**src/smi_pkg.sv**
```systemverilog
// shared widths, types and constants for the small matrix inverse block
package smi_pkg;

  localparam int EW        = 24;
  localparam int ADJ_W     = 2 * EW + 1;
  localparam int ADJ_LO    = EW + 1;
  localparam int DET_W     = 3 * EW + 2;
  localparam int INV_W     = 32;
  localparam int DETO_W    = 48;
  localparam int FRAC_W    = 16;
  localparam int DIV_STEPS = INV_W;
  localparam int QDEPTH    = 4;
  localparam int QPTR_W    = $clog2(QDEPTH);
  localparam int NSTG      = 6 + DIV_STEPS + 1;

  localparam logic [1:0] ST_OK       = 2'd0;
  localparam logic [1:0] ST_SINGULAR = 2'd1;
  localparam logic [1:0] ST_SAT      = 2'd2;

  localparam logic [1:0] SIZE_1 = 2'd1;
  localparam logic [1:0] SIZE_2 = 2'd2;
  localparam logic [1:0] SIZE_3 = 2'd3;

  // cofactor k = m[XA]*m[XB] - m[XC]*m[XD], entries indexed column*3+row
  localparam int XA [9] = '{4, 2, 1, 6, 0, 3, 3, 6, 0};
  localparam int XB [9] = '{8, 7, 5, 5, 8, 2, 7, 1, 4};
  localparam int XC [9] = '{7, 1, 2, 3, 2, 0, 6, 0, 3};
  localparam int XD [9] = '{5, 8, 4, 8, 6, 5, 4, 7, 1};

  typedef logic signed [EW-1:0]    elem_t;
  typedef logic signed [ADJ_W-1:0] adj_t;
  typedef logic signed [DET_W-1:0] det_t;

  typedef struct packed {
    logic [8:0][EW-1:0] m;
    logic [1:0]         n;
    logic               last;
  } item_t;

  typedef struct packed {
    logic              zero;
    logic              dneg;
    logic              last;
    logic [8:0]        neg;
    logic [8:0]        big;
    logic [DETO_W-1:0] dmag;
  } div_side_t;

endpackage

```
**src/smi_front.sv**
```systemverilog
// front end: request intake, size register and masking of unused entries
module smi_front
  import smi_pkg::*;
(
  input  logic            clk,
  input  logic            rst_n,
  input  logic            in_push,
  output logic            in_full,
  input  logic [8:0][EW-1:0] in_m,
  input  logic            in_last,
  input  logic            cfg_valid,
  output logic            cfg_ready,
  input  logic [1:0]      cfg_matrix_size,
  output logic            q_push,
  output item_t           q_item,
  input  logic            q_full
);

  logic [1:0] size_reg_r;
  logic [1:0] n;
  logic       v_r, v_nxt;
  logic       accept;
  item_t      item_r, item_nxt;

  assign cfg_ready = 1'b1;

  always_ff @(posedge clk) begin
    if (!rst_n) begin
      size_reg_r <= SIZE_3;
    end else if (cfg_valid && cfg_ready) begin
      size_reg_r <= cfg_matrix_size;
    end
  end

  assign n = (size_reg_r == 2'd0) ? SIZE_1 : size_reg_r;

  assign in_full = v_r && q_full;
  assign accept  = in_push && !in_full;
  assign q_push  = v_r && !q_full;
  assign q_item  = item_r;

  always_comb begin
    item_nxt.n    = n;
    item_nxt.last = in_last;
    for (int c = 0; c < 3; c++) begin
      for (int r = 0; r < 3; r++) begin
        // entries outside the active order read as zero
        item_nxt.m[c*3+r] = (r < int'(n) && c < int'(n)) ? in_m[c*3+r] : '0;
      end
    end
  end

  always_comb begin
    v_nxt = v_r;
    if (accept) begin
      v_nxt = 1'b1;
    end else if (q_push) begin
      v_nxt = 1'b0;
    end
  end

  always_ff @(posedge clk) begin
    if (!rst_n) begin
      v_r <= 1'b0;
    end else begin
      v_r <= v_nxt;
    end
  end

  always_ff @(posedge clk) begin
    if (accept) begin
      item_r <= item_nxt;
    end
  end

endmodule

```
**config.mk**
```make
export PLATFORM = sky130hd
export DESIGN_NAME = smi_front
export DESIGN_NICKNAME = d
export VERILOG_FILES = /design/src/smi_pkg.sv /design/src/smi_front.sv
export SDC_FILE = /design/constraint.sdc
export NUM_CORES = 1
export LEC_CHECK = 0
export BUFFER_PORTS_ARGS = -buffer_cell sky130_fd_sc_hd__buf_4
export CAP_MARGIN = 20
export CORE_AREA = 4 4 172 174
export CTS_BUF_LIST = sky130_fd_sc_hd__clkbuf_8
export CTS_CLUSTER_SIZE = 30
export DETAILED_ROUTE_END_ITERATION = 8
export DIE_AREA = 0 0 176 178
export SYNTH_ARGS = -nofsm -noshare
export SYNTH_HDL_FRONTEND = slang
export SYNTH_SLANG_ARGS = --single-unit
```
**constraint.sdc**
```tcl
create_clock -name clk -period 27.2 [get_ports clk]
set_input_delay 1.36 -clock clk [delete_from_list [all_inputs] [get_ports clk]]
set_output_delay 1.36 -clock clk [all_outputs]
set_load 0.005 [all_outputs]
```
# Yosys cells after proc, flatten, opt, wreduce, memory -nomap -nowiden
# Cells that the tools add are included.
[classes]
reduce_logical = 10
mux = 3
magnitude_cmp = 3
[ops]
columns = ["op", "count"]
rows = [
  ["$logic_and 1x1->1", 6],
  ["$lt 1x2->1 const A", 2],
  ["$logic_not 1->1", 2],
  ["$logic_not 2->1", 1],
  ["$lt 2x2->1 const A", 1],
  ["$mux 1", 2],
  ["$mux 2", 1],
  ["$reduce_bool 2->1", 1],
]
[totals]
wordCells = 29
register_bits = 222
output_inout_bits = 222
input_bits = 224

# Logic depth before layout (Yosys ltp)
[logic_depth]
depth_word = 4
ltp_mapped = 4
depth_no_buf = 2

# Worst setup path after synthesis
# Ideal clock, no wire load.
[synth_timing]
path_kind = "input to register"
from = "input q_full"
to = "register item_r, in the netlist q_item[0] (enable)"
cell_stages = 2
path_slack_ns = 15.160
required_ns = 26.372
arrival_time_ns = 11.211
path_buffers = 0
setup_ns = 0.828
path_cell_list = "and2_1 nor2b_1"
[synth_via]
elab_chain_len = 3
[synth_rtl]
columns = ["element", "line_no", "text"]
rows = [
  ["start, declared", "smi_front.sv:16", "input logic q_full"],
  ["$logic_and 1x1->1", "smi_front.sv:37", "assign in_full = v_r && q_full;"],
  ["$logic_not 1->1", "smi_front.sv:38", "assign accept = in_push && !in_full;"],
  ["$logic_and 1x1->1", "smi_front.sv:38", ""],
  ["net accept", "smi_front.sv:22", "logic accept;"],
  ["end signal, assigned", "smi_front.sv:72", "item_r <= item_nxt;"],
  ["end, declared", "smi_front.sv:23", "item_t item_r, item_nxt;"],
]
# The timed path passes the listed nets, and every way through them passes these cells.
# A chain may end at the register's enable or synchronous reset.

# Worst setup path after layout
[layout_timing]
from = "input q_full"
to = "register item_r, in the netlist q_item[20] (enable)"
# The elaborated chain is that of the path after synthesis.

==> impl_metrics.tcl <==
set metrics [dict create \
    status "completed" \
    htree_levels 2 \
    grt_pass1_wl_mm 35.0 \
    ys_types 14 \
    yosysSeqAreaShare 0.811 \
    clkSlewWorstSetupHoldPaths_ns 0.06 \
    area_growth_syn_to_layout_pct 53.0 \
    grt_usage 0.145 \
    num_rows 61 \
    postCtsHoldBufs 0 \
    avgSynthCellArea_um2 16.9 \
    drc 0 \
    rsz0062_at_grt "no" \
    clkPwrFrac 0.357 \
    p_leak_nw 5.55 \
    overflow 0 \
    crit_required_ns 27.34 \
    fin_worst_skew_ns 0.0194 \
    cts_buffers 40 \
    crit_arrival_ns 3.36 \
    synthCells 484 \
    seqPwrFrac 0.522 \
    fp.dieW_um 176 \
    hold_depth 2 \
    r2r_start "v_r" \
    worst-r2r-cell-count 4 \
    final_cell_mix "buf_4, edfxtp_1, and3_1" \
    wirelength_mm 24.2 \
    cts-root-buf "clkbuf_8" \
    num_io_pins 446 \
    final_common_cell "buf_4" \
    maxSlewHeadroom 0.296 \
    p_int_mw 0.619 \
    wire_per_inst_um 18.3 \
    die-area_um2 31300 \
    slowest_stage "buf_4" \
    startpoint "q_full" \
    synth_fp_nets 708 \
    slew_violations 0 \
    drive_above_1_share 0.534 \
    setup_viol 0 \
    nets 1140 \
    critPathCaptureType "flop" \
    drt_pass1_iterations 4 \
    hp-start "v_r" \
    fmax_mhz 310 \
    clk_latency_ns 0.52 \
    ant_nets 0 \
    ctsResizeCount 0 \
    grt_max_degree 142 \
    sw_frac_of_total 0.225 \
    cts_tree "yes" \
    vias_per_cell 4.23 \
    finalCritPeriodShare 0.118 \
    power.share.combinational 0.120 \
    timing.setup.tns_ns 0 \
    die_y_um 178 \
    cts.sinks 222 \
    port_buffers 444 \
    clk_path_buf_depth 3 \
    path_cells "buf_4 -> and2_1 -> nor2b_4 -> buf_4 -> buf_4" \
    antenna_found_initial 1 \
    synth-seq-cells 222 \
    r2r_setup_slack_ns 24.65 \
    critical_path_class "in -> reg" \
    timing.final.hold_violations 0 \
    cap_viol_max_count 0 \
    cp_common_cell "buf_4" \
    slowest_delay_ns 0.91 \
    ys_warn_count 0 \
    powerDensity_nw_per_um2 63.7 \
    worstPathMaxFanout 83 \
    start_util 0.295 \
    routabilityCongestion 0.738 \
    p_switching_mw 0.180 \
    startpoint_type "primary input" \
    post_cts_buffers 0 \
    holdCritPathClass "reg -> reg" \
    drtIter0Drc 252 \
    worstMarginPinSlew_ns 1.06 \
    irDropWorstVdd_mv 0.0328 \
    core_area_um2 27800 \
    syn_area_um2 8190 \
    holdWs_ns 0.679 \
    vias 5597 \
    post-route-min-period_ns 3.22 \
    grt_pass1_vias 5844 \
]
-- final timing paths --
check | to
min | v_r
max reg2reg | q_item[20]
min reg2reg | v_r
max | q_item[20]
-- Yosys cell counts --
cell type  count  area [µm²]
nand2_1        2        7.51
edfxtp_1     219        6580
buf_4         10        75.1
and2_1        73         457
nand2b_1       1        6.26
o21a_1         1        7.51
mux2i_1        2        20.0
dfxtp_1        3        60.1
conb_1         1        3.75
and3_1       120         751
buf_2          6        30.0
nor2b_1        2        12.5
clkbuf_2      12        60.1
clkbuf_1      32         120
-- cells by family after synthesis --
logic type	share of synthesized area
and+or+nand+nor	0.151
buffers and inverters	0.0348
AOI/OAI and AO/OA	0.000917
muxes	0.00245
DFF	0.811
other	0.000458
-- worst max-delay path: cells and delay by family --
kind,cells,cell delay [ns]
buffers and inverters,3,1.61
and+or+nand+nor,2,0.30
-- sequential cells by signal, indices dropped and copies added, names as in the netlist --
signal / count
q_item: 219
size_reg_r: 2
v_r: 1
-- metrics by stage --
step | total power [mW] | util | worst slack [ns] | area (µm²) | std cells
floorplan | 0.458 | - | 15.16 | 8190 | 484
global placement | 0.520 | 0.423 | 23.45 | 11800 | 1250
detailed placement | 0.522 | 0.423 | 23.40 | 11800 | 1250
CTS | 0.812 | 0.449 | 23.98 | 12500 | 1319
global route | 0.838 | 0.451 | 23.85 | 12500 | 1322
finish | 0.798 | 0.451 | 23.98 | 12500 | 1322
-- routing by layer --
layer	global-route usage	wire length [µm]	vias up
met1	0.161	8680	2633
met5	0	0	-
met2	0.250	12300	286
met4	0.0595	737	0
li1	-	-	2629
met3	0.0577	2490	49
-- final cells by class --
type	count	area, µm²
sequential	222	6640
antenna	1	2.50
clock buffer	42	578
tap	378	473
timing repair buffer	450	3410
clock inverter	27	145
multi-input combinational	202	1270
fill	2571	15300
-- power by group through the flow --
stage	Combinational [mW]	Clock (mW)	Sequential, mW
floorplan	0.0276	0	0.430
global placement	0.0948	0	0.425
detailed placement	0.0960	0	0.426
CTS	0.0961	0.297	0.419
global route	0.104	0.314	0.419
finish	0.0960	0.285	0.417
No activity file was read; power rests on OpenSTA's default activity.
