[src/smi_pkg.sv]
// shared widths, types and constants for the small matrix inverse block
package smi_pkg;

  localparam int EW        = 24;
  localparam int ADJ_W     = 2 * EW + 1;
  localparam int ADJ_LO    = EW + 1;
  localparam int DET_W     = 3 * EW + 2;
  localparam int INV_W     = 32;
  localparam int DETO_W    = 48;
  localparam int FRAC_W    = 16;
  localparam int DIV_STEPS = INV_W;
  localparam int QDEPTH    = 4;
  localparam int QPTR_W    = $clog2(QDEPTH);
  localparam int NSTG      = 6 + DIV_STEPS + 1;

  localparam logic [1:0] ST_OK       = 2'd0;
  localparam logic [1:0] ST_SINGULAR = 2'd1;
  localparam logic [1:0] ST_SAT      = 2'd2;

  localparam logic [1:0] SIZE_1 = 2'd1;
  localparam logic [1:0] SIZE_2 = 2'd2;
  localparam logic [1:0] SIZE_3 = 2'd3;

  // cofactor k = m[XA]*m[XB] - m[XC]*m[XD], entries indexed column*3+row
  localparam int XA [9] = '{4, 2, 1, 6, 0, 3, 3, 6, 0};
  localparam int XB [9] = '{8, 7, 5, 5, 8, 2, 7, 1, 4};
  localparam int XC [9] = '{7, 1, 2, 3, 2, 0, 6, 0, 3};
  localparam int XD [9] = '{5, 8, 4, 8, 6, 5, 4, 7, 1};

  typedef logic signed [EW-1:0]    elem_t;
  typedef logic signed [ADJ_W-1:0] adj_t;
  typedef logic signed [DET_W-1:0] det_t;

  typedef struct packed {
    logic [8:0][EW-1:0] m;
    logic [1:0]         n;
    logic               last;
  } item_t;

  typedef struct packed {
    logic              zero;
    logic              dneg;
    logic              last;
    logic [8:0]        neg;
    logic [8:0]        big;
    logic [DETO_W-1:0] dmag;
  } div_side_t;

endpackage

[src/smi_queue.sv]
// short queue between the front end and the arithmetic pipeline
module smi_queue
  import smi_pkg::*;
(
  input  logic  clk,
  input  logic  rst_n,
  input  logic  push,
  input  item_t wdata,
  output logic  full,
  input  logic  pop,
  output item_t rdata,
  output logic  empty
);

  item_t               mem [QDEPTH];
  logic [QPTR_W-1:0]   wp_r, rp_r;
  logic [QPTR_W:0]     cnt_r, cnt_nxt;
  logic                do_push, do_pop;

  assign full    = (cnt_r == (QPTR_W+1)'(QDEPTH));
  assign empty   = (cnt_r == '0);
  assign do_push = push && !full;
  assign do_pop  = pop && !empty;
  assign rdata   = mem[rp_r];

  always_comb begin
    cnt_nxt = cnt_r;
    if (do_push && !do_pop) begin
      cnt_nxt = cnt_r + 1'b1;
    end else if (do_pop && !do_push) begin
      cnt_nxt = cnt_r - 1'b1;
    end
  end

  always_ff @(posedge clk) begin
    if (!rst_n) begin
      wp_r  <= '0;
      rp_r  <= '0;
      cnt_r <= '0;
    end else begin
      cnt_r <= cnt_nxt;
      if (do_push) begin
        wp_r <= wp_r + 1'b1;
      end
      if (do_pop) begin
        rp_r <= rp_r + 1'b1;
      end
    end
  end

  always_ff @(posedge clk) begin
    if (do_push) begin
      mem[wp_r] <= wdata;
    end
  end

endmodule

[config.mk]
export PLATFORM = sky130hd
export DESIGN_NAME = smi_queue
export DESIGN_NICKNAME = d
export VERILOG_FILES = /design/src/smi_pkg.sv /design/src/smi_queue.sv
export SDC_FILE = /design/constraint.sdc
export NUM_CORES = 1
export LEC_CHECK = 0
export ABC_CLOCK_PERIOD_IN_PS = 15700
export BUFFER_PORTS_ARGS = -buffer_cell sky130_fd_sc_hd__buf_2
export CAP_MARGIN = 20
export CORE_ASPECT_RATIO = 2
export CORE_MARGIN = 8
export CORE_UTILIZATION = 25
export DETAILED_ROUTE_END_ITERATION = 8
export PLACE_DENSITY = 0.44
export SYNTH_ARGS = -nofsm -noshare
export SYNTH_HDL_FRONTEND = slang
export SYNTH_SLANG_ARGS = --single-unit
export TNS_END_PERCENT = 5
[constraint.sdc]
create_clock -name clk -period 15.7 [get_ports clk]
set_input_delay 2.355 -clock clk [delete_from_list [all_inputs] [get_ports clk]]
set_output_delay 2.355 -clock clk [all_outputs]
set_load 0.03 [all_outputs]
# Word-level counts from Yosys, hierarchy flattened
# Memories as Yosys holds them, arrays and structs flattened. A register that Yosys moved wholly into a read port is not among the register bits.
# Index checks and enable logic that the tools add are counted.
[totals] ff_bits=7 n_memories=1 mem_bits_rw=876
[mem_list] name="mem" depth=4 width=219 rd=1 rd_ports_with_merged_regs=1 write_ports=1 line_no="smi_queue.sv:15" source="item_t mem [QDEPTH];"
[op_classes] muxes=6 eq_ne=1 addsub=4 reduce_logical=10
[ops] operator="$mux W3" count=2
[ops] operator="$add A2 B1 Y2 const B" count=2
[ops] operator="$logic_and A1 B1 Y1" count=4
[ops] operator="$logic_not A1 Y1" count=4
[ops] operator="$mux W2" count=2
[ops] operator="$add A3 B1 Y3 const B" count=1
[ops] operator="$eq A3 B3 Y1 const B" count=1
[ops] operator="$logic_not A3 Y1" count=1
[ops] operator="$sub A3 B1 Y3 const B" count=1
[ops] operator="$mux W1" count=2
[ops] operator="$reduce_bool A2 Y1" count=1

# Logic depth before layout (Yosys ltp)
[logic_depth] word_depth=7 mapped_depth=9

# Least setup slack after synthesis
# OpenSTA, ideal clock, no wires.
[synth_timing] path_type="input port to flip-flop" start="input port push" end="memory mem[0][0] (netlist bit), enable pin" setup_ns=0.607 path_stages=3 path_slack_ns=7.368 path_buffers=1 t_arrival_ns=7.726 cell_sequence="nor2b_1 -> clkbuf_1 -> and2_1"
[synth_between] elab_chain_cells=3
[synth_lines] element="from (decl)" line_no="smi_queue.sv:7" source="input logic push,"
[synth_lines] element="$logic_and A1 B1 Y1" line_no="smi_queue.sv:22" source="assign do_push = push && !full;"
[synth_lines] element="net do_push" line_no="smi_queue.sv:18" source="logic do_push, do_pop;"
[synth_lines] element="$mux W1" line_no="smi_queue.sv:52" source="if (do_push) begin"
[synth_lines] element="$mux W1 (not written as such)" line_no="smi_queue.sv:53" source="mem[wp_r] <= wdata;"
[synth_lines] element="to (decl)" line_no="smi_queue.sv:15"
# The timed path passes the listed nets, and every way through them passes these cells.

==> run_results.csv <==
group,metric,value,unit
outcome,status,"finished clean",
placed_design,hpwl,44.8,mm
critical_path,rr_worst_depth,5,
cts,clkTransAtPathRegs,0.06,ns
cts,cts_buffer_depth,3,
timing,setup_viol,0,
global_route,grt_pass1_vias,15900,
global_route,globalRouteMet3Util,4.13,%
cts,cts_tree,"yes",
route,drtIter0Drc,818,
timing,tightestPinTransition,1.23,ns
critical_path,crit_type,"reg -> out",
critical_path,arrival,3.84,ns
cts,cts_resized,0,
hold_path,min_to,"wp_r[0]",
critical_path,slowest_stage,"buf_4",
timing,slew_headroom,18.0,%
cts,clock_sinks,885,
route,wl_per_cell,21.7,um
floorplanning,chipHeight,524,um
synth,synth_warnings,0,
critical_path,r2r_setup_slack,11.46,ns
timing,maxClockFrequency,161,MHz
timing,drv_slew,0,
critical_path,r2r-end,"mem[1][128]",
route,dr_total_vias,14300,
synth,yosysUniqueCellTypes,24,
synth,synth_area,0.0323,mm^2
route,drt-pass1-iter-count,4,
cts,hold_buffers,0,
layout,final_util,30.4,%
timing,hold_viol,0,
synth,synthTopCellsByArea,"edfxtp_1 81%, mux4_2 15%, buf_12 1.4%",
critical_path,worst_setup_path_start_kind,"register",
layout,drive_gt1_share,45.9,%
global_route,grt_max_degree,135,
critical_path,cp_slowest_stage_delay,0.85,ns
power,leakage,12.5,nW
critical_path,cp_num_buf_inv,3,
job,drv_cap,0,
critical_path,crit_required,13.35,ns
timing,fin_crit_sh,39.4,%
hold_path,min-delay-start,"wp_r[0]",
timing,skew,0.0288,ns
critical_path,path_cells,"buf_12, buf_4, mux4_2, buf_2",
hold_path,min_path_type,"reg -> reg",
route,routed_wl,74.9,mm
timing,min_period,6.19,ns
global_route,use_met2,17.6,%
route,ant_nets,0,
synth,ys_ff_latch,885,
placed_design,dp_cells,3289,
synth,yosys.area.top_type,"edfxtp_1",
route,drc,0,
global_route,antenna_found_initial,22,
global_route,track_usage,10.3,%
critical_path,critPathCaptureType,"output pin",
cts,clk_latency,0.66,ns
cts,numCtsBuffers,85,
critical_path,critPathTopFamily,"buffers and inverters",
floorplanning,std_cell_rows,186,
timing,grt_setup_unrepaired,"false",
floorplanning,start_util,25.2,%
critical_path,crit_fanout,91,
global_route,grt.busiest_layer,"met2",
synth,synth_top_area_share,81.4,%
floorplanning,dieArea,0.142,mm^2
synth,synth-seq-area-share,82.0,%
layout,final_cell_mix,"876 x edfxtp_1, 443 x buf_2, 219 x mux4_2",
route,vias_per_cell,4.16,
floorplanning,core_area,0.128,mm^2
floorplanning,chipWidth,270,um
floorplanning,io_pins,444,
cts,postCtsSetupRepairBufs,0,
cts,root_buffer,"clkbuf_16",
synth,syn-instance-count,1192,
layout,layout_commonest_cell,"edfxtp_1",
critical_path,rr_startpoint,"cnt_r[0]",
placed_design,gp_congestion,0.679,
layout,syn_to_final_growth,20.7,%
power,power.density,175,mW/mm^2
cts,cts_max_level,3,
layout,fin_nets,1914,
timing,fin_setup_tns,0,ns
synth,synth_nets,1421,
synth,avgSynthCellArea,27.1,um^2
global_route,grt_pass1_wl,110,mm
global_route,grt_overflow_total,0,
power,vdd.ir_drop.worst,122,uV
placed_design,port_buffers,443,
hold_path,hold_path_depth,2,
global_route,grtUsageMet1,11.8,%
power,p_total,6.83,mW
layout,finalNonFillerCells,3446,
==> Yosys cell counts (all sizes together) <==
library cell and count:
fa 1, nor2b 2, o31ai 1, mux4 219, dfxtp 9, a21boi 1
mux2i 3, and2 8, inv 3, nor3b 1, or3 1, nor3 1
ha 5, o311ai 1, xor2 1, nand2 4, xnor2 3, o21ai 1
edfxtp 876, buf 47, clkbuf 4
==> per-layer routing <==
metal	vias up	share of wire [%]
met3	122	8.9
met1	7560	39
met5	-	0.13
met4	16	2.5
li1	6172	-
met2	467	50
==> metrics by stage <==
stage | area, um^2 | setup WS [ns] | hold slack [ns]
2_1_floorplan | 32300 | 7.37 | 0.468
3_3_place_gp | 36200 | 9.56 | 0.478
3_5_place_dp | 36200 | 9.51 | 0.500
4_1_cts | 38900 | 8.85 | 0.509
5_1_grt | 39000 | 9.27 | 0.521
6_report | 39000 | 9.51 | 0.508
==> where the power goes <==
group / switching [mW] / total, mW / leakage [nW] / internal (mW)
clock network: 0.879 / 2.01 / 1.30 / 1.14
registers: 0.0665 / 2.94 / 8.10 / 2.87
logic: 1.22 / 1.88 / 3.13 / 0.660
==> how the worst max path moves through the flow <==
stage                   from          end  slack [ns]  cells past startpoint
floorplan               push    mem[0][0]        7.37                      3
global route        register   rdata[139]        9.27                      4
global placement        push   mem[0][96]        9.56                      5
CTS                 register   rdata[139]        8.85                      4
finish              register   rdata[139]        9.51                      4
detailed placement      push  mem[0][164]        9.51                      5
==> worst reg2reg max path: stages (launching register included) <==
cell and delay, ns:
dfxtp_1 0.46, nor3b_1 0.15, nor2b_1 0.60, and2_4 0.77, buf_4 0.85, buf_12 0.54
==> layout make-up <==
type / instances / area, um^2
flip-flops and latches: 885 / 26500
clock inverters: 44 / 515
diodes: 10 / 25.0
inverters: 3 / 11.3
fillers: 12400 / 89200
clock buffers: 102 / 2190
multi-input cells: 253 / 5220
well taps: 1692 / 2120
repair buffers: 457 / 2420
==> registers in the layout, summed over array words and instances (netlist names), named ones only <==
name / count
cnt_r: 3
rp_r: 2
mem: 876
wp_r: 2
==> logic make-up after synthesis <==
| group | Yosys count | share of synthesized area [%] |
|---|---|---|
| AO/OA/AOI/OAI | 4 | 0.0891 |
| XOR/XNOR | 4 | 0.108 |
| adder cells (fa/ha/maj) | 6 | 0.256 |
| buffers and inverters | 54 | 1.90 |
| flip-flops | 885 | 82.0 |
| multiplexers | 222 | 15.4 |
| AND/OR/NAND/NOR | 17 | 0.298 |
Note: power is estimated with default switching activity, not from simulation.
